===== config.mk =====
export PLATFORM = sky130hd
export DESIGN_NAME = flight_phase_classifier_flat
export DESIGN_NICKNAME = d
export VERILOG_FILES = /design/src/sv/fpc_pkg.sv /design/src/sv/fpc_ifs.sv /design/src/sv/fpc_classify.sv /design/src/sv/fpc_state.sv /design/src/sv/flight_phase_classifier.sv /design/src/flat_wrapper.sv
export SDC_FILE = /design/constraint.sdc
export NUM_CORES = 1
export LEC_CHECK = 0
export ABC_AREA = 1
export BUFFER_PORTS_ARGS = -buffer_cell sky130_fd_sc_hd__buf_2
export CAP_MARGIN = 25
export CORE_ASPECT_RATIO = 1.4
export CORE_MARGIN = 5
export CORE_UTILIZATION = 35
export DETAILED_ROUTE_END_ITERATION = 6
export GPL_TIMING_DRIVEN = 1
export SLEW_MARGIN = 20
export SYNTH_ARGS = -nofsm -noshare
export SYNTH_HDL_FRONTEND = slang
export SYNTH_SLANG_ARGS = --single-unit

===== constraint.sdc =====
create_clock -name clk -period 4.05 [get_ports clk]
set_clock_uncertainty 0.05 [all_clocks]
set_input_delay 0.81 -clock clk [delete_from_list [all_inputs] [get_ports clk]]
set_output_delay 0.81 -clock clk [all_outputs]
set_load 0.01 [all_outputs]

===== src/sv/fpc_pkg.sv =====
// ----------------------------------------------------------------------------
// fpc_pkg
// Types, codes and thresholds shared by the flight phase classifier.
// ----------------------------------------------------------------------------
package fpc_pkg;

  typedef enum logic [3:0] {
    PH_UNKNOWN   = 4'd0,
    PH_PREFLIGHT = 4'd1,
    PH_TAXI      = 4'd2,
    PH_TAKEOFF   = 4'd3,
    PH_CLIMB     = 4'd4,
    PH_CRUISE    = 4'd5,
    PH_DESCENT   = 4'd6,
    PH_APPROACH  = 4'd7,
    PH_LANDING   = 4'd8,
    PH_GOAROUND  = 4'd9
  } phase_t;

  typedef enum logic [2:0] {
    CAP_NONE = 3'd0,
    CAP_OUT  = 3'd1,
    CAP_OFF  = 3'd2,
    CAP_ON   = 3'd3,
    CAP_IN   = 3'd4
  } capture_t;

  // configuration register indexes
  localparam logic [0:0] CFG_CHECK_INTERVAL = 1'd0;
  localparam logic [0:0] CFG_CRUISE_ALT     = 1'd1;

  localparam logic [15:0] CHECK_INTERVAL_RST = 16'd100;
  localparam logic [15:0] CRUISE_ALT_RST     = 16'd0;

  // decision tree thresholds
  localparam logic [9:0]         TAXI_GS_MAX       = 10'd90;
  localparam logic [9:0]         ROLLOUT_GS_LIMIT  = 10'd30;
  localparam logic [10:0]        TAXI_N1_MAX       = 11'd850;
  localparam logic [6:0]         LANDING_FLAPS_MIN = 7'd99;
  localparam logic [15:0]        LOW_RALT_LIMIT    = 16'd500;
  localparam logic signed [15:0] VS_APPROACH       = -16'sd100;
  localparam logic signed [15:0] VS_DESCENT        = -16'sd400;
  localparam logic signed [15:0] VS_CLIMB          = 16'sd400;
  localparam logic signed [17:0] CRUISE_BAND       = 18'sd250;

  typedef struct packed {
    logic               sample_active;
    logic               on_ground;
    logic               any_engine_on;
    logic [9:0]         gnd_speed_kt;
    logic [10:0]        max_n1_tenths;
    logic [6:0]         flaps_percent;
    logic               approach_phase;
    logic [15:0]        radar_alt_ft;
    logic signed [15:0] vertical_speed_fpm;
    logic signed [16:0] baro_alt_ft;
    logic               gear_up;
    logic [15:0]        ms_since_prev;
  } sample_t;

  typedef struct packed {
    phase_t   phase;
    phase_t   phase_before;
    logic     phase_changed;
    capture_t capture_event;
  } result_t;

endpackage


===== src/sv/fpc_ifs.sv =====
// ----------------------------------------------------------------------------
// fpc channel interfaces
// Sample, result and configuration channels with valid/ready handshakes.
// ----------------------------------------------------------------------------
interface fpc_sample_if;
  logic               valid;
  logic               ready;
  logic               sample_active;
  logic               on_ground;
  logic               any_engine_on;
  logic [9:0]         gnd_speed_kt;
  logic [10:0]        max_n1_tenths;
  logic [6:0]         flaps_percent;
  logic               approach_phase;
  logic [15:0]        radar_alt_ft;
  logic signed [15:0] vertical_speed_fpm;
  logic signed [16:0] baro_alt_ft;
  logic               gear_up;
  logic [15:0]        ms_since_prev;

  modport source (
    output valid, sample_active, on_ground, any_engine_on, gnd_speed_kt,
           max_n1_tenths, flaps_percent, approach_phase, radar_alt_ft,
           vertical_speed_fpm, baro_alt_ft, gear_up, ms_since_prev,
    input  ready
  );
  modport sink (
    input  valid, sample_active, on_ground, any_engine_on, gnd_speed_kt,
           max_n1_tenths, flaps_percent, approach_phase, radar_alt_ft,
           vertical_speed_fpm, baro_alt_ft, gear_up, ms_since_prev,
    output ready
  );
endinterface

interface fpc_result_if;
  logic       valid;
  logic       ready;
  logic [3:0] phase;
  logic [3:0] phase_before;
  logic       phase_changed;
  logic [2:0] capture_event;

  modport source (
    output valid, phase, phase_before, phase_changed, capture_event,
    input  ready
  );
  modport sink (
    input  valid, phase, phase_before, phase_changed, capture_event,
    output ready
  );
endinterface

interface fpc_cfg_if;
  logic        valid;
  logic        ready;
  logic [0:0]  reg_index;
  logic [15:0] wdata;

  modport source (output valid, reg_index, wdata, input ready);
  modport sink (input valid, reg_index, wdata, output ready);
endinterface


===== src/sv/fpc_classify.sv =====
// ----------------------------------------------------------------------------
// fpc_classify
// Ground and air decision tree giving the next flight phase of one sample.
// ----------------------------------------------------------------------------
module fpc_classify (
  input  fpc_pkg::sample_t smp,
  input  fpc_pkg::phase_t  prev,
  input  logic [15:0]      cruise_alt_ft,
  output fpc_pkg::phase_t  next
);

  logic signed [17:0] alt_diff;
  logic               in_cruise_band;
  logic               low_ralt;
  fpc_pkg::phase_t    air_next;

  assign alt_diff       = 18'(smp.baro_alt_ft) - $signed({2'b00, cruise_alt_ft});
  assign in_cruise_band = (alt_diff < fpc_pkg::CRUISE_BAND) &&
                          (alt_diff > -fpc_pkg::CRUISE_BAND);
  assign low_ralt       = smp.radar_alt_ft < fpc_pkg::LOW_RALT_LIMIT;

  always_comb begin
    air_next = prev;
    priority if (smp.approach_phase) begin
      air_next = fpc_pkg::PH_APPROACH;
    end else if (low_ralt) begin
      if (prev == fpc_pkg::PH_DESCENT || smp.vertical_speed_fpm < fpc_pkg::VS_APPROACH) begin
        air_next = fpc_pkg::PH_APPROACH;
      end else if (prev != fpc_pkg::PH_APPROACH) begin
        air_next = fpc_pkg::PH_CLIMB;
      end
    end else if (in_cruise_band) begin
      air_next = fpc_pkg::PH_CRUISE;
    end else if ((!smp.gear_up || smp.flaps_percent != 7'd0) &&
                 prev == fpc_pkg::PH_DESCENT) begin
      air_next = fpc_pkg::PH_APPROACH;
    end else if (smp.vertical_speed_fpm < fpc_pkg::VS_DESCENT) begin
      if (prev != fpc_pkg::PH_APPROACH) begin
        air_next = fpc_pkg::PH_DESCENT;
      end
    end else if (smp.vertical_speed_fpm > fpc_pkg::VS_CLIMB) begin
      air_next = fpc_pkg::PH_CLIMB;
    end else if (prev == fpc_pkg::PH_TAKEOFF || prev == fpc_pkg::PH_LANDING) begin
      air_next = fpc_pkg::PH_CLIMB;
    end else if (prev == fpc_pkg::PH_CRUISE) begin
      air_next = fpc_pkg::PH_DESCENT;
    end else begin
      air_next = prev;
    end
    // airborne with nothing known yet is taken as climb
    if (air_next == fpc_pkg::PH_UNKNOWN) begin
      air_next = fpc_pkg::PH_CLIMB;
    end
  end

  always_comb begin
    next = prev;
    if (smp.on_ground) begin
      priority if (!smp.any_engine_on) begin
        next = fpc_pkg::PH_PREFLIGHT;
      end else if (prev == fpc_pkg::PH_LANDING) begin
        if (smp.gnd_speed_kt < fpc_pkg::ROLLOUT_GS_LIMIT) begin
          next = fpc_pkg::PH_TAXI;
        end
      end else if (smp.gnd_speed_kt <= fpc_pkg::TAXI_GS_MAX &&
                   smp.max_n1_tenths <= fpc_pkg::TAXI_N1_MAX) begin
        next = fpc_pkg::PH_TAXI;
      end else if (prev == fpc_pkg::PH_APPROACH ||
                   smp.flaps_percent > fpc_pkg::LANDING_FLAPS_MIN) begin
        next = fpc_pkg::PH_LANDING;
      end else begin
        next = fpc_pkg::PH_TAKEOFF;
      end
    end else begin
      next = air_next;
    end
  end

endmodule


===== src/sv/fpc_state.sv =====
// ----------------------------------------------------------------------------
// fpc_state
// Phase, previous phase and check timer, updated once per sample transfer.
// ----------------------------------------------------------------------------
module fpc_state (
  input  logic             clk,
  input  logic             rst_n,
  input  logic             step,
  input  fpc_pkg::sample_t smp,
  input  logic [15:0]      check_interval_ms,
  input  logic [15:0]      cruise_alt_ft,
  output fpc_pkg::result_t res
);

  fpc_pkg::phase_t phase_r, phase_nxt;
  fpc_pkg::phase_t phase_before_r, phase_before_nxt;
  logic [15:0]     elapsed_r, elapsed_nxt;

  logic [16:0]     acc_sum;
  logic [15:0]     acc_sat;
  logic            evaluate;
  logic            changed;
  fpc_pkg::phase_t cls_next;
  fpc_pkg::capture_t capture;

  fpc_classify u_classify (
    .smp           (smp),
    .prev          (phase_r),
    .cruise_alt_ft (cruise_alt_ft),
    .next          (cls_next)
  );

  // saturating millisecond accumulator
  assign acc_sum = {1'b0, elapsed_r} + {1'b0, smp.ms_since_prev};
  assign acc_sat = acc_sum[16] ? 16'hFFFF : acc_sum[15:0];

  assign evaluate = smp.sample_active &&
                    !(phase_r != fpc_pkg::PH_UNKNOWN && acc_sat < check_interval_ms);
  assign changed  = evaluate && (cls_next != phase_r);

  always_comb begin
    capture = fpc_pkg::CAP_NONE;
    if (changed) begin
      priority if (cls_next == fpc_pkg::PH_TAXI && phase_r == fpc_pkg::PH_PREFLIGHT) begin
        capture = fpc_pkg::CAP_OUT;
      end else if (cls_next == fpc_pkg::PH_TAKEOFF) begin
        capture = fpc_pkg::CAP_OFF;
      end else if (cls_next == fpc_pkg::PH_LANDING) begin
        capture = fpc_pkg::CAP_ON;
      end else if (cls_next == fpc_pkg::PH_PREFLIGHT && phase_r == fpc_pkg::PH_TAXI) begin
        capture = fpc_pkg::CAP_IN;
      end else begin
        capture = fpc_pkg::CAP_NONE;
      end
    end
  end

  assign phase_nxt        = changed ? cls_next : phase_r;
  assign phase_before_nxt = changed ? phase_r : phase_before_r;
  assign elapsed_nxt      = evaluate ? 16'd0 : acc_sat;

  assign res.phase         = phase_nxt;
  assign res.phase_before  = phase_before_nxt;
  assign res.phase_changed = changed;
  assign res.capture_event = capture;

  always_ff @(posedge clk) begin
    if (!rst_n) begin
      phase_r        <= fpc_pkg::PH_UNKNOWN;
      phase_before_r <= fpc_pkg::PH_UNKNOWN;
      elapsed_r      <= 16'd0;
    end else if (step) begin
      phase_r        <= phase_nxt;
      phase_before_r <= phase_before_nxt;
      elapsed_r      <= elapsed_nxt;
    end
  end

endmodule


===== src/sv/flight_phase_classifier.sv =====
// ----------------------------------------------------------------------------
// flight_phase_classifier
// Aircraft status samples in, flight phase and OOOI capture codes out.
// ----------------------------------------------------------------------------
// Takes one sample per clock and returns exactly one result per sample; each
// sample passes through the input register and then the result register.
// The phase register closes a loop through the decision tree, so
// back-to-back samples are processed at full rate; a stall on the result
// side stops input only once both registers are full.
// Configuration writes are always accepted and must only be made while the
// block holds no sample in flight.
module flight_phase_classifier (
  input  logic      clk,
  input  logic      rst_n,
  fpc_sample_if.sink   in_ch,
  fpc_result_if.source out_ch,
  fpc_cfg_if.sink      cfg_ch
);

  logic [15:0]      check_interval_r;
  logic [15:0]      cruise_alt_r;

  logic             s1_valid_r;
  fpc_pkg::sample_t s1_r;
  logic             out_valid_r;
  fpc_pkg::result_t out_r;

  logic             s1_advance;
  logic             in_take;
  fpc_pkg::result_t res;
  fpc_pkg::sample_t in_smp;

  assign in_smp.sample_active      = in_ch.sample_active;
  assign in_smp.on_ground          = in_ch.on_ground;
  assign in_smp.any_engine_on      = in_ch.any_engine_on;
  assign in_smp.gnd_speed_kt       = in_ch.gnd_speed_kt;
  assign in_smp.max_n1_tenths      = in_ch.max_n1_tenths;
  assign in_smp.flaps_percent      = in_ch.flaps_percent;
  assign in_smp.approach_phase     = in_ch.approach_phase;
  assign in_smp.radar_alt_ft       = in_ch.radar_alt_ft;
  assign in_smp.vertical_speed_fpm = in_ch.vertical_speed_fpm;
  assign in_smp.baro_alt_ft        = in_ch.baro_alt_ft;
  assign in_smp.gear_up            = in_ch.gear_up;
  assign in_smp.ms_since_prev      = in_ch.ms_since_prev;

  // configuration registers
  assign cfg_ch.ready = 1'b1;

  always_ff @(posedge clk) begin
    if (!rst_n) begin
      check_interval_r <= fpc_pkg::CHECK_INTERVAL_RST;
      cruise_alt_r     <= fpc_pkg::CRUISE_ALT_RST;
    end else if (cfg_ch.valid) begin
      unique case (cfg_ch.reg_index)
        fpc_pkg::CFG_CHECK_INTERVAL: check_interval_r <= cfg_ch.wdata;
        fpc_pkg::CFG_CRUISE_ALT:     cruise_alt_r     <= cfg_ch.wdata;
        default: ;
      endcase
    end
  end

  // two-register pipeline, the state update happens as a sample leaves s1
  assign s1_advance  = s1_valid_r && (!out_valid_r || out_ch.ready);
  assign in_ch.ready = !s1_valid_r || s1_advance;
  assign in_take     = in_ch.valid && in_ch.ready;

  fpc_state u_state (
    .clk               (clk),
    .rst_n             (rst_n),
    .step              (s1_advance),
    .smp               (s1_r),
    .check_interval_ms (check_interval_r),
    .cruise_alt_ft     (cruise_alt_r),
    .res               (res)
  );

  always_ff @(posedge clk) begin
    if (!rst_n) begin
      s1_valid_r  <= 1'b0;
      out_valid_r <= 1'b0;
    end else begin
      if (in_take) begin
        s1_valid_r <= 1'b1;
      end else if (s1_advance) begin
        s1_valid_r <= 1'b0;
      end
      if (s1_advance) begin
        out_valid_r <= 1'b1;
      end else if (out_ch.ready) begin
        out_valid_r <= 1'b0;
      end
    end
  end

  always_ff @(posedge clk) begin
    if (in_take) begin
      s1_r <= in_smp;
    end
    if (s1_advance) begin
      out_r <= res;
    end
  end

  assign out_ch.valid         = out_valid_r;
  assign out_ch.phase         = out_r.phase;
  assign out_ch.phase_before  = out_r.phase_before;
  assign out_ch.phase_changed = out_r.phase_changed;
  assign out_ch.capture_event = out_r.capture_event;

`ifndef NO_ASSERTIONS
  a_change_differs: assert property (@(posedge clk) disable iff (!rst_n)
    out_valid_r && out_r.phase_changed |-> out_r.phase != out_r.phase_before)
    else $error("phase change reported with equal phases");

  a_capture_needs_change: assert property (@(posedge clk) disable iff (!rst_n)
    out_valid_r && out_r.capture_event != fpc_pkg::CAP_NONE |-> out_r.phase_changed)
    else $error("capture code without a phase change");

  a_change_known: assert property (@(posedge clk) disable iff (!rst_n)
    out_valid_r && out_r.phase_changed |-> out_r.phase != fpc_pkg::PH_UNKNOWN)
    else $error("phase changed to unknown");

  a_stall_full: assert property (@(posedge clk) disable iff (!rst_n)
    !in_ch.ready |-> s1_valid_r && out_valid_r && !out_ch.ready)
    else $error("input stalled while pipeline has room");
`endif

endmodule


===== src/flat_wrapper.sv =====
// flat-port wrapper written by rule: the top's interface ports become plain ports
module flight_phase_classifier_flat 
  (clk, rst_n, in_ch_valid, in_ch_sample_active, in_ch_on_ground, in_ch_any_engine_on, in_ch_gnd_speed_kt, in_ch_max_n1_tenths, in_ch_flaps_percent, in_ch_approach_phase, in_ch_radar_alt_ft, in_ch_vertical_speed_fpm, in_ch_baro_alt_ft, in_ch_gear_up, in_ch_ms_since_prev, in_ch_ready, out_ch_valid, out_ch_phase, out_ch_phase_before, out_ch_phase_changed, out_ch_capture_event, out_ch_ready, cfg_ch_valid, cfg_ch_reg_index, cfg_ch_wdata, cfg_ch_ready);
  fpc_sample_if in_ch_i ();
  fpc_result_if out_ch_i ();
  fpc_cfg_if cfg_ch_i ();
  input  logic clk;
  input  logic rst_n;
  input wire logic [$bits(in_ch_i.valid)-1:0] in_ch_valid;
  input wire logic [$bits(in_ch_i.sample_active)-1:0] in_ch_sample_active;
  input wire logic [$bits(in_ch_i.on_ground)-1:0] in_ch_on_ground;
  input wire logic [$bits(in_ch_i.any_engine_on)-1:0] in_ch_any_engine_on;
  input wire logic [$bits(in_ch_i.gnd_speed_kt)-1:0] in_ch_gnd_speed_kt;
  input wire logic [$bits(in_ch_i.max_n1_tenths)-1:0] in_ch_max_n1_tenths;
  input wire logic [$bits(in_ch_i.flaps_percent)-1:0] in_ch_flaps_percent;
  input wire logic [$bits(in_ch_i.approach_phase)-1:0] in_ch_approach_phase;
  input wire logic [$bits(in_ch_i.radar_alt_ft)-1:0] in_ch_radar_alt_ft;
  input wire logic [$bits(in_ch_i.vertical_speed_fpm)-1:0] in_ch_vertical_speed_fpm;
  input wire logic [$bits(in_ch_i.baro_alt_ft)-1:0] in_ch_baro_alt_ft;
  input wire logic [$bits(in_ch_i.gear_up)-1:0] in_ch_gear_up;
  input wire logic [$bits(in_ch_i.ms_since_prev)-1:0] in_ch_ms_since_prev;
  output wire logic [$bits(in_ch_i.ready)-1:0] in_ch_ready;
  output wire logic [$bits(out_ch_i.valid)-1:0] out_ch_valid;
  output wire logic [$bits(out_ch_i.phase)-1:0] out_ch_phase;
  output wire logic [$bits(out_ch_i.phase_before)-1:0] out_ch_phase_before;
  output wire logic [$bits(out_ch_i.phase_changed)-1:0] out_ch_phase_changed;
  output wire logic [$bits(out_ch_i.capture_event)-1:0] out_ch_capture_event;
  input wire logic [$bits(out_ch_i.ready)-1:0] out_ch_ready;
  input wire logic [$bits(cfg_ch_i.valid)-1:0] cfg_ch_valid;
  input wire logic [$bits(cfg_ch_i.reg_index)-1:0] cfg_ch_reg_index;
  input wire logic [$bits(cfg_ch_i.wdata)-1:0] cfg_ch_wdata;
  output wire logic [$bits(cfg_ch_i.ready)-1:0] cfg_ch_ready;
  assign in_ch_i.valid = in_ch_valid;
  assign in_ch_i.sample_active = in_ch_sample_active;
  assign in_ch_i.on_ground = in_ch_on_ground;
  assign in_ch_i.any_engine_on = in_ch_any_engine_on;
  assign in_ch_i.gnd_speed_kt = in_ch_gnd_speed_kt;
  assign in_ch_i.max_n1_tenths = in_ch_max_n1_tenths;
  assign in_ch_i.flaps_percent = in_ch_flaps_percent;
  assign in_ch_i.approach_phase = in_ch_approach_phase;
  assign in_ch_i.radar_alt_ft = in_ch_radar_alt_ft;
  assign in_ch_i.vertical_speed_fpm = in_ch_vertical_speed_fpm;
  assign in_ch_i.baro_alt_ft = in_ch_baro_alt_ft;
  assign in_ch_i.gear_up = in_ch_gear_up;
  assign in_ch_i.ms_since_prev = in_ch_ms_since_prev;
  assign in_ch_ready = in_ch_i.ready;
  assign out_ch_valid = out_ch_i.valid;
  assign out_ch_phase = out_ch_i.phase;
  assign out_ch_phase_before = out_ch_i.phase_before;
  assign out_ch_phase_changed = out_ch_i.phase_changed;
  assign out_ch_capture_event = out_ch_i.capture_event;
  assign out_ch_i.ready = out_ch_ready;
  assign cfg_ch_i.valid = cfg_ch_valid;
  assign cfg_ch_i.reg_index = cfg_ch_reg_index;
  assign cfg_ch_i.wdata = cfg_ch_wdata;
  assign cfg_ch_ready = cfg_ch_i.ready;
  flight_phase_classifier u_core (.clk(clk), .rst_n(rst_n), .in_ch(in_ch_i), .out_ch(out_ch_i), .cfg_ch(cfg_ch_i));
endmodule

==> results of run 1 <==
## per-layer routing
metal  track usage (%)  wire length, um  up-vias
met3              3.33              873       40
met2              27.0            11000      141
met1              16.6             8410     3253
met5                 0               28        -
li1                  -                -     3707
met4              7.43              681        4
## timing repair
action | CTS | global route
cloned | 2 | 0
pin swaps | 23 | 26
hold buffers | 0 | 0
setup buffers | 5 | 4
endpoints found under the setup margin | 36 | 36
gates resized for setup | 37 | 28
## metrics by stage
stage	area [sq um]	utilization, %	total power, W
2_1_floorplan	8700	-	0.00253
3_3_place_gp	9990	40.6	0.00281
3_5_place_dp	9990	40.6	0.00283
4_1_cts	10800	44.0	0.00454
5_1_grt	10900	44.5	0.00479
6_report	10900	44.5	0.00453
## worst max-delay path, cell delays in order, from the launching register on
cell and delay, ns:
edfxtp_1 0.42, ha_4 0.29, inv_2 0.03, nor4_2 0.25, nand2_1 0.13, nand3_2 0.10, a21oi_2 0.05, o21bai_1 0.16
a21oi_1 0.10, o21bai_1 0.23, nand3_2 0.15, nand3_2 0.10, nand3_2 0.10, ha_1 0.34, a21oi_2 0.18, nor2_4 0.06
a2111oi_4 0.18, o21ai_1 0.12, inv_1 0.08, nand2_2 0.08, nand2_4 0.09, buf_12 0.12, mux2i_2 0.22, inv_1 0.05
## area by class of cell
cell class	instances	area (sq um)	area share [%]
flip-flops and latches	166	4400	40.2
inverters	159	602	5.50
diodes	3	7.51	0.0686
multi-input cells	662	3910	35.7
repair buffers	174	1020	9.35
clock buffers	17	425	3.89
well taps	315	394	3.60
clock inverters	15	178	1.62
## flip-flops by register name, summed over array words and instances, names as in the netlist
name and count:
u_core.out_ch.phase_changed 1, u_core.out_ch.phase_before 4, u_core.out_ch.phase 4, u_core.check_interval_r 16
u_core.s1_valid_r 1, u_core.u_state.phase_before_r 4, u_core.cruise_alt_r 16, u_core.s1_r 96
u_core.u_state.phase_r 4, u_core.u_state.elapsed_r 16, u_core.out_ch.capture_event 3, u_core.out_ch.valid 1
## final timing paths
kind                                 from                       to  slack, ns  depth (start not counted)
setup / recovery           u_core.s1_r[3]   u_core.out_ch.phase[3]       0.13                         23
hold / removal    u_core.cruise_alt_r[13]  u_core.cruise_alt_r[13]       0.41                          2
setup reg to reg           u_core.s1_r[3]   u_core.out_ch.phase[3]       0.13                         23
hold reg to reg   u_core.cruise_alt_r[13]  u_core.cruise_alt_r[13]       0.41                          2
## cell usage in the layout (no fill, tap or decap), types with 44 or more instances in the layout
cell / count
buf_2: 131
edfxtp_1: 108
nand2_1: 229
nor2_1: 59
dfxtp_1: 58
inv_1: 151
nand3_1: 56
ha_1: 44
a21oi_1: 70
## logic make-up (layout without fill, tap and decap cells)
kind of cell,Yosys count,count (layout),share of synthesized area (%)
adders and majority gates,49,49,7.22
buffers and inverters,179,365,7.82
and+or+nand+nor,447,448,23.4
xor gates and xnor gates,8,8,0.805
other,1,4,0.0431
AOI/OAI and AO/OA,154,154,9.85
DFF,166,166,50.6
muxes,2,2,0.230
## power by group through the flow
stage	clock network, W	registers, W	logic (W)
after global routing	0.00177	0.00198	0.00104
after detailed placement	0	0.00200	0.000831
after floorplan	0	0.00199	0.000543
final	0.00165	0.00196	0.000916
after global placement	0	0.00200	0.000815
after CTS	0.00169	0.00196	0.000887
==> results.toml, run 1 <==
[drt]
vias_per_cell = 4.73
routedWlPerCell_um = 13.9
drt_wl_total_um = 21000
drc = 0
drt_first_pass_iters = 5
drt_iter0_markers = 283
routed-via-count = 7145
final_antenna_net_count = 0

[hold_path]
hold_path_class = "register to register"

[floorplanning]
core_area_sq_mm = 0.0246
fp.dieH_um = 197
dieArea_sq_mm = 0.0282
die_w_um = 143
row_count = 68
start_util_pct = 35.4
ios = 135

[cts]
cts_tree = "yes"
htree_levels = 4
path_clk_slew_ns = 0.07
cts.sinks = 166
insertion_delay_ns = 0.44
numCtsBuffers = 17
cts-root-buf = "clkbuf_16"
cts.path.max_buffers = 2

[timing]
rsz0062_at_grt = "true"
fmax_ghz = 0.255
slew_headroom_pct = 35.1
hold_slack_ns = 0.409
hold_violations = 0
tightest_slew_ns = 0.970
period_share_pct = 96.8
finalMaxSlewViolations = 0
setup-tns-final_ns = 0
finalSetupViolations = 0
setup_ws_ns = 0.132
fin_crit_ns = 3.92

[global_route]
grt_pass1_wl_um = 33600
grt_util_all_layers_pct = 15.1
antenna_found_initial = 5
grt_start_max_net_pins = 60
grt_pass1_vias = 7149
grt-ovfl-total = 0

[layout]
drive_gt1_share_pct = 25.1
fin_cells = 1511
nFillCells = 2397
nNetsFinal = 1349
area_growth_pct = 25.7

[yosys]
synth.top_cell.area_share_pct = 37.3
syn_inst = 1006
synthArstFlopShare_pct = 0
syn_area_per_cell_sq_um = 8.65
synth_edf_count = 108
synth_fp_nets = 1175
yosys-top-cells-count = "235 x nand2_1, 155 x inv_1, 108 x edfxtp_1"
synth_warnings = 0
seq_area_frac_synth_pct = 50.6
synthTopCellsByArea = "edfxtp_1 37%, dfxtp_1 13%, nand2_1 10%, ha_1 6.8%, inv_1 6.7%"
synth.most_common_cell = "nand2_1"
synth_cell_types = 50
synth_largest_area_cell = "edfxtp_1"
synth_seq_cells = 166
synth_ff_type = "edfxtp_1"
synthesis.area_sq_mm = 0.00870

[power_and_ir_drop]
worst_ir_drop_vdd_mv = 0.330
p_int_w = 0.00318
power.density_mw_per_mm2 = 414
power_frac_clock_pct = 36.4
p_leak_nw = 4.99
pwr-share-seq_pct = 43.4
combPwrFrac_pct = 20.2
p_sw_share_pct = 29.8
p_sw_w = 0.00135

[critical_path]
critPathLaunchType = "register"
crit_type = "register to register"
end_kind = "register"
crit_fanout = 4
worstPathRequired_ns = 4.19
worstPathArrival_ns = 4.06

[outcome]
outcome = "finished, final reports clean"

[place]
dp_cells = 1468
dp_slack_ns = -0.142
post-dp-hpwl_um = 15900
port_buffers = 131
gp_congestion = 0.889

[run]
maxCapViolCount = 0
Power figures use the tool's default switching activity.
==> run 2, diff against run 1 <==
Settings changed: CORE_UTILIZATION 35 to 45, PLACE_DENSITY from default to 0.64.
Clock period 4.05 ns to 3.98 ns, I/O delays scaled along.
==> results.toml, run 2 (synthesis gave the netlist of run 1 again) <==
[drt]
drc = 0
drt_iter0_markers = 332
routedWlPerCell_um = 14.8
vias_per_cell = 5.03
drt_first_pass_iters = 5
final_antenna_net_count = 0
drt_wl_total_um = 21100
routed-via-count = 7197

[cts]
cts-root-buf = "clkbuf_16"
cts_tree = "yes"
numCtsBuffers = 17
htree_levels = 4
path_clk_slew_ns = 0.07
cts.path.max_buffers = 2
insertion_delay_ns = 0.44
cts.sinks = 166

[power_and_ir_drop]
p_leak_nw = 4.98
power.density_mw_per_mm2 = 428
design_power_total_w = 0.00465
worst_ir_drop_vdd_mv = 0.310

[hold_path]
hold_path_class = "register to register"

[layout]
nFillCells = 1712
largest_reg_flops = 96
final_cell_mix = "231 x nand2_1, 150 x inv_1, 131 x buf_2"
num_antenna_cells = 0
nNetsFinal = 1339
fin_area_sq_mm = 0.0109
fin_cells = 1431
final_common_cell = "nand2_1"
multiInputGateArea_sq_mm = 0.00394
regMostFlops = "u_core.s1_r"
drive_gt1_share_pct = 24.8
area_growth_pct = 24.7
regArea_sq_mm = 0.00440

[global_route]
antenna_found_initial = 1
grt-ovfl-total = 0
grt_pass1_vias = 7152
grt_pass1_wl_um = 33300
grt_start_max_net_pins = 62
grt_util_all_layers_pct = 18.9

[critical_path]
critPathLaunchType = "register"
r2r_slack_ns = 0.06
worstPathRequired_ns = 4.12
rr_startpoint = "u_core.s1_r[4]"
startpoint = "u_core.s1_r[4]"
crit_path_end = "u_core.out_ch.phase[3]"
crit_fanout = 4
end_kind = "register"
reg2reg_to = "u_core.out_ch.phase[3]"
crit_type = "register to register"
worstPathArrival_ns = 4.06
r2r_cells = 22

[timing]
finalMaxSlewViolations = 0
period_share_pct = 98.5
rsz0062_at_grt = "true"
tightest_slew_ns = 0.966
finalSetupViolations = 0
fin_crit_ns = 3.92
fmax_ghz = 0.255
slew_headroom_pct = 35.5
setup_ws_ns = 0.0603
hold_violations = 0

[place]
place_area_sq_mm = 0.00981
port_buffers = 131
post-dp-hpwl_um = 15600
dp_cells = 1388
gp_congestion = 0.872
dp_slack_ns = -0.171

[floorplanning]
die_w_um = 128
fp.dieH_um = 175
ios = 135
dieArea_sq_mm = 0.0223
row_count = 60
start_util_pct = 45.5
core_area_sq_mm = 0.0191

[run]
maxCapViolCount = 0

[outcome]
outcome = "finished, final reports clean"
run 2: per-layer routing:
metal | part of all wire, % | track usage [%] | vias to the layer above
met5 | 0.052 | 0 | -
met4 | 2.6 | 6.93 | 2
met3 | 4.4 | 4.24 | 36
met2 | 53 | 34.8 | 157
met1 | 40 | 20.8 | 3323
li1 | - | - | 3679
run 2: repair_timing:
item | in CTS | in global routing
hold buffers | 0 | 0
gates resized for setup | 22 | 42
pin swaps | 17 | 24
cloned | 0 | 2
setup buffers | 7 | 2
setup endpoints to repair | 36 | 36
run 2: where the power goes:
part	total [W]	switching, W	internal, W
clock	0.00172	0.000805	0.000913
sequential	0.00200	0.0000502	0.00195
combinational	0.000933	0.000558	0.000375
run 2: critical path, stage by stage (launching register included):
cell and delay (ns):
edfxtp_1 0.42, ha_4 0.30, inv_2 0.05, o21ai_0 0.24
nand3_1 0.14, nand3_2 0.12, a21oi_2 0.06, o21bai_2 0.14
a21oi_1 0.08, o21bai_1 0.18, nand3_1 0.14, o21ai_2 0.19
or2_4 0.15, nand3_4 0.06, ha_4 0.25, a2111oi_4 0.32
o21ai_1 0.11, inv_1 0.07, nand2_2 0.07, nand2_4 0.09
buf_12 0.12, mux2i_4 0.25, inv_1 0.06
run 2: worst min path at each step:
stage                                     startpoint                    endpoint  slack (ns)  depth (start not counted)
final                     u_core.check_interval_r[7]  u_core.check_interval_r[7]        0.41                          2
after global routing          u_core.cruise_alt_r[0]      u_core.cruise_alt_r[0]        0.43                          2
after CTS                 u_core.check_interval_r[7]  u_core.check_interval_r[7]        0.42                          2
after detailed placement  u_core.check_interval_r[7]  u_core.check_interval_r[7]        0.41                          2
after global placement        u_core.cruise_alt_r[4]      u_core.cruise_alt_r[4]        0.39                          2
after floorplan              u_core.cruise_alt_r[15]     u_core.cruise_alt_r[15]        0.38                          2
run 2: area by class of cell:
class,count,area share [%]
tap,248,2.86
sequential,166,40.6
inverter,159,5.54
clock buffer,17,3.92
clock inverter,15,1.86
multi-input combinational,662,36.3
timing repair buffer,164,8.94
run 2: per-stage QoR:
stage	hold WS, ns	util (%)	setup TNS, ns
6_report	0.412	56.7	0
5_1_grt	0.435	56.7	-5.88
4_1_cts	0.415	55.3	-0.0739
3_5_place_dp	0.406	51.2	-4.48
3_3_place_gp	0.394	51.2	-2.34
2_1_floorplan	0.383	-	0
==> run 3, diff against run 2 <==
Settings changed: CAP_MARGIN 25 to default, PLACE_DENSITY 0.64 to 0.76.
==> results.toml, run 3 (synthesis gave the netlist of run 1 again) <==
[outcome]
outcome = "finished with violations"
violations = "negative setup slack"

[global_route]
grt_pass1_vias = 7200
grt_util_all_layers_pct = 18.4
grt_start_max_net_pins = 47
antenna_found_initial = 0
grt_pass1_wl_um = 32900
grt-ovfl-total = 0

[layout]
regMostFlops = "u_core.s1_r"
final_util_pct = 56.7
largest_reg_flops = 96
final_common_cell = "nand2_1"
multiInputGateArea_sq_mm = 0.00397
nNetsFinal = 1336
final_cell_mix = "225 x nand2_1, 151 x inv_1, 131 x buf_2"
num_antenna_cells = 0
fin_area_sq_mm = 0.0108
area_growth_pct = 24.6
drive_gt1_share_pct = 25.0
nFillCells = 1639
regArea_sq_mm = 0.00440

[critical_path]
critPathLaunchType = "register"
crit_type = "register to register"
end_kind = "register"
path_common_cell = "buf_4"
r2r_slack_ns = -0.07
worstPathRequired_ns = 4.26
r2r_cells = 28
cpMaxStageDelayCell = "edfxtp_1"
rr_startpoint = "u_core.s1_r[6]"
reg2reg_to = "u_core.u_state.phase_before_r[1]"
slowest_delay_ns = 0.42
worstPathArrival_ns = 4.33
crit_fanout = 7

[drt]
drt_first_pass_iters = 5
routedWlPerCell_um = 14.7
vias_per_cell = 5.10
drc = 0
routed-via-count = 7279
drt_wl_total_um = 20900
final_antenna_net_count = 0
drt_iter0_markers = 383

[floorplanning]
die_w_um = 128
row_count = 60
dieArea_sq_mm = 0.0223
start_util_pct = 45.5
fp.dieH_um = 175
ios = 135
core_area_sq_mm = 0.0191

[place]
post-dp-hpwl_um = 15300
place_area_sq_mm = 0.00979
port_buffers = 131
gp_congestion = 0.879

[timing]
setup_ws_ns = -0.0652
fmax_ghz = 0.247
fin_crit_ns = 4.05
finalSetupViolations = 21
hold_violations = 0
tightest_slew_ns = 1.02
setup-tns-final_ns = -0.799
slew_headroom_pct = 32.2
finalMaxSlewViolations = 0
period_share_pct = 102
rsz0062_at_grt = "true"
hold_slack_ns = 0.410

[cts]
cts.path.max_buffers = 2
htree_levels = 4
numCtsBuffers = 17
cts.sinks = 166
path_clk_slew_ns = 0.08
insertion_delay_ns = 0.43
cts-root-buf = "clkbuf_16"
cts_tree = "yes"

[hold_path]
hold_path_class = "register to register"
min_to = "u_core.cruise_alt_r[6]"
worstHoldStart = "u_core.cruise_alt_r[6]"
holdPathStages = 2

[power_and_ir_drop]
worst_ir_drop_vdd_mv = 0.314
power.density_mw_per_mm2 = 426
p_leak_nw = 4.97

[run]
maxCapViolCount = 0
-- run 3: changes by cell type in the layout (fill, tap and decap cells not counted), sizes merged --
cell,delta
buf,-3
inv,+1
clkinvlp,-1
clkinv,+1
bufinv,-1
-- run 3: how the worst max path moves through the flow --
| stage | startpoint | to | slack (ns) | depth (start not counted) |
|---|---|---|---|---|
| floorplan | u_core.s1_r[4] | u_core.u_state.elapsed_r[10] | 0.05 | 24 |
| global placement | u_core.s1_r[3] | u_core.out_ch.capture_event[0] | -0.16 | 23 |
| detailed placement | u_core.s1_r[3] | u_core.out_ch.capture_event[1] | -0.21 | 23 |
| CTS | u_core.s1_r[3] | u_core.out_ch.phase[1] | 0.008 | 24 |
| global route | u_core.u_state.elapsed_r[0] | u_core.u_state.elapsed_r[15] | -0.27 | 25 |
| finish | u_core.s1_r[6] | u_core.u_state.phase_before_r[1] | -0.07 | 28 |
-- run 3: critical path, delay by kind of cell (launching register included) --
kind	cells	cell delay [ns]
XOR/XNOR	1	0.21
AO/OA/AOI/OAI	7	0.89
flip-flops	1	0.42
adder cells (fa/ha/maj)	2	0.57
AND/OR/NAND/NOR	10	0.95
buffers and inverters	8	0.86
-- run 3: power breakdown --
| part | internal [W] | total, W | leakage [nW] | switching (W) |
|---|---|---|---|---|
| sequential | 0.00195 | 0.00200 | 1.53 | 0.0000507 |
| clock | 0.000861 | 0.00168 | 0.297 | 0.000816 |
| combinational | 0.000376 | 0.000944 | 3.14 | 0.000568 |
-- run 3: metal layers --
metal	wire length [um]	track usage [%]	share of wire (%)
met5	0	0	0
met2	11100	33.1	53
met4	901	9.21	4.3
met1	8100	20.9	39
met3	867	2.67	4.1
-- run 3: area by class of cell --
cell class | count | area share (%)
Clock inverter | 15 | 1.74
Clock buffer | 17 | 3.92
Sequential cell | 166 | 40.6
Multi-Input combinational cell | 662 | 36.6
Tap cell | 248 | 2.86
Timing Repair Buffer | 161 | 8.66
Inverter | 159 | 5.56
-- run 3: through the flow --
step | total power [W] | setup slack, ns | cells
6_report | 0.00462 | -0.0652 | 1428
5_1_grt | 0.00486 | -0.273 | 1428
4_1_cts | 0.00453 | 0.00810 | 1423
3_5_place_dp | 0.00284 | -0.207 | 1387
3_3_place_gp | 0.00281 | -0.155 | 1387
2_1_floorplan | 0.00258 | 0.0489 | 1006
-- run 3: repair_timing --
action,in CTS,in global routing
gates resized for setup,10,67
setup buffers,4,3
pin swaps,4,26
endpoints found under the setup margin,36,36
hold buffers,0,0
cloned,0,2
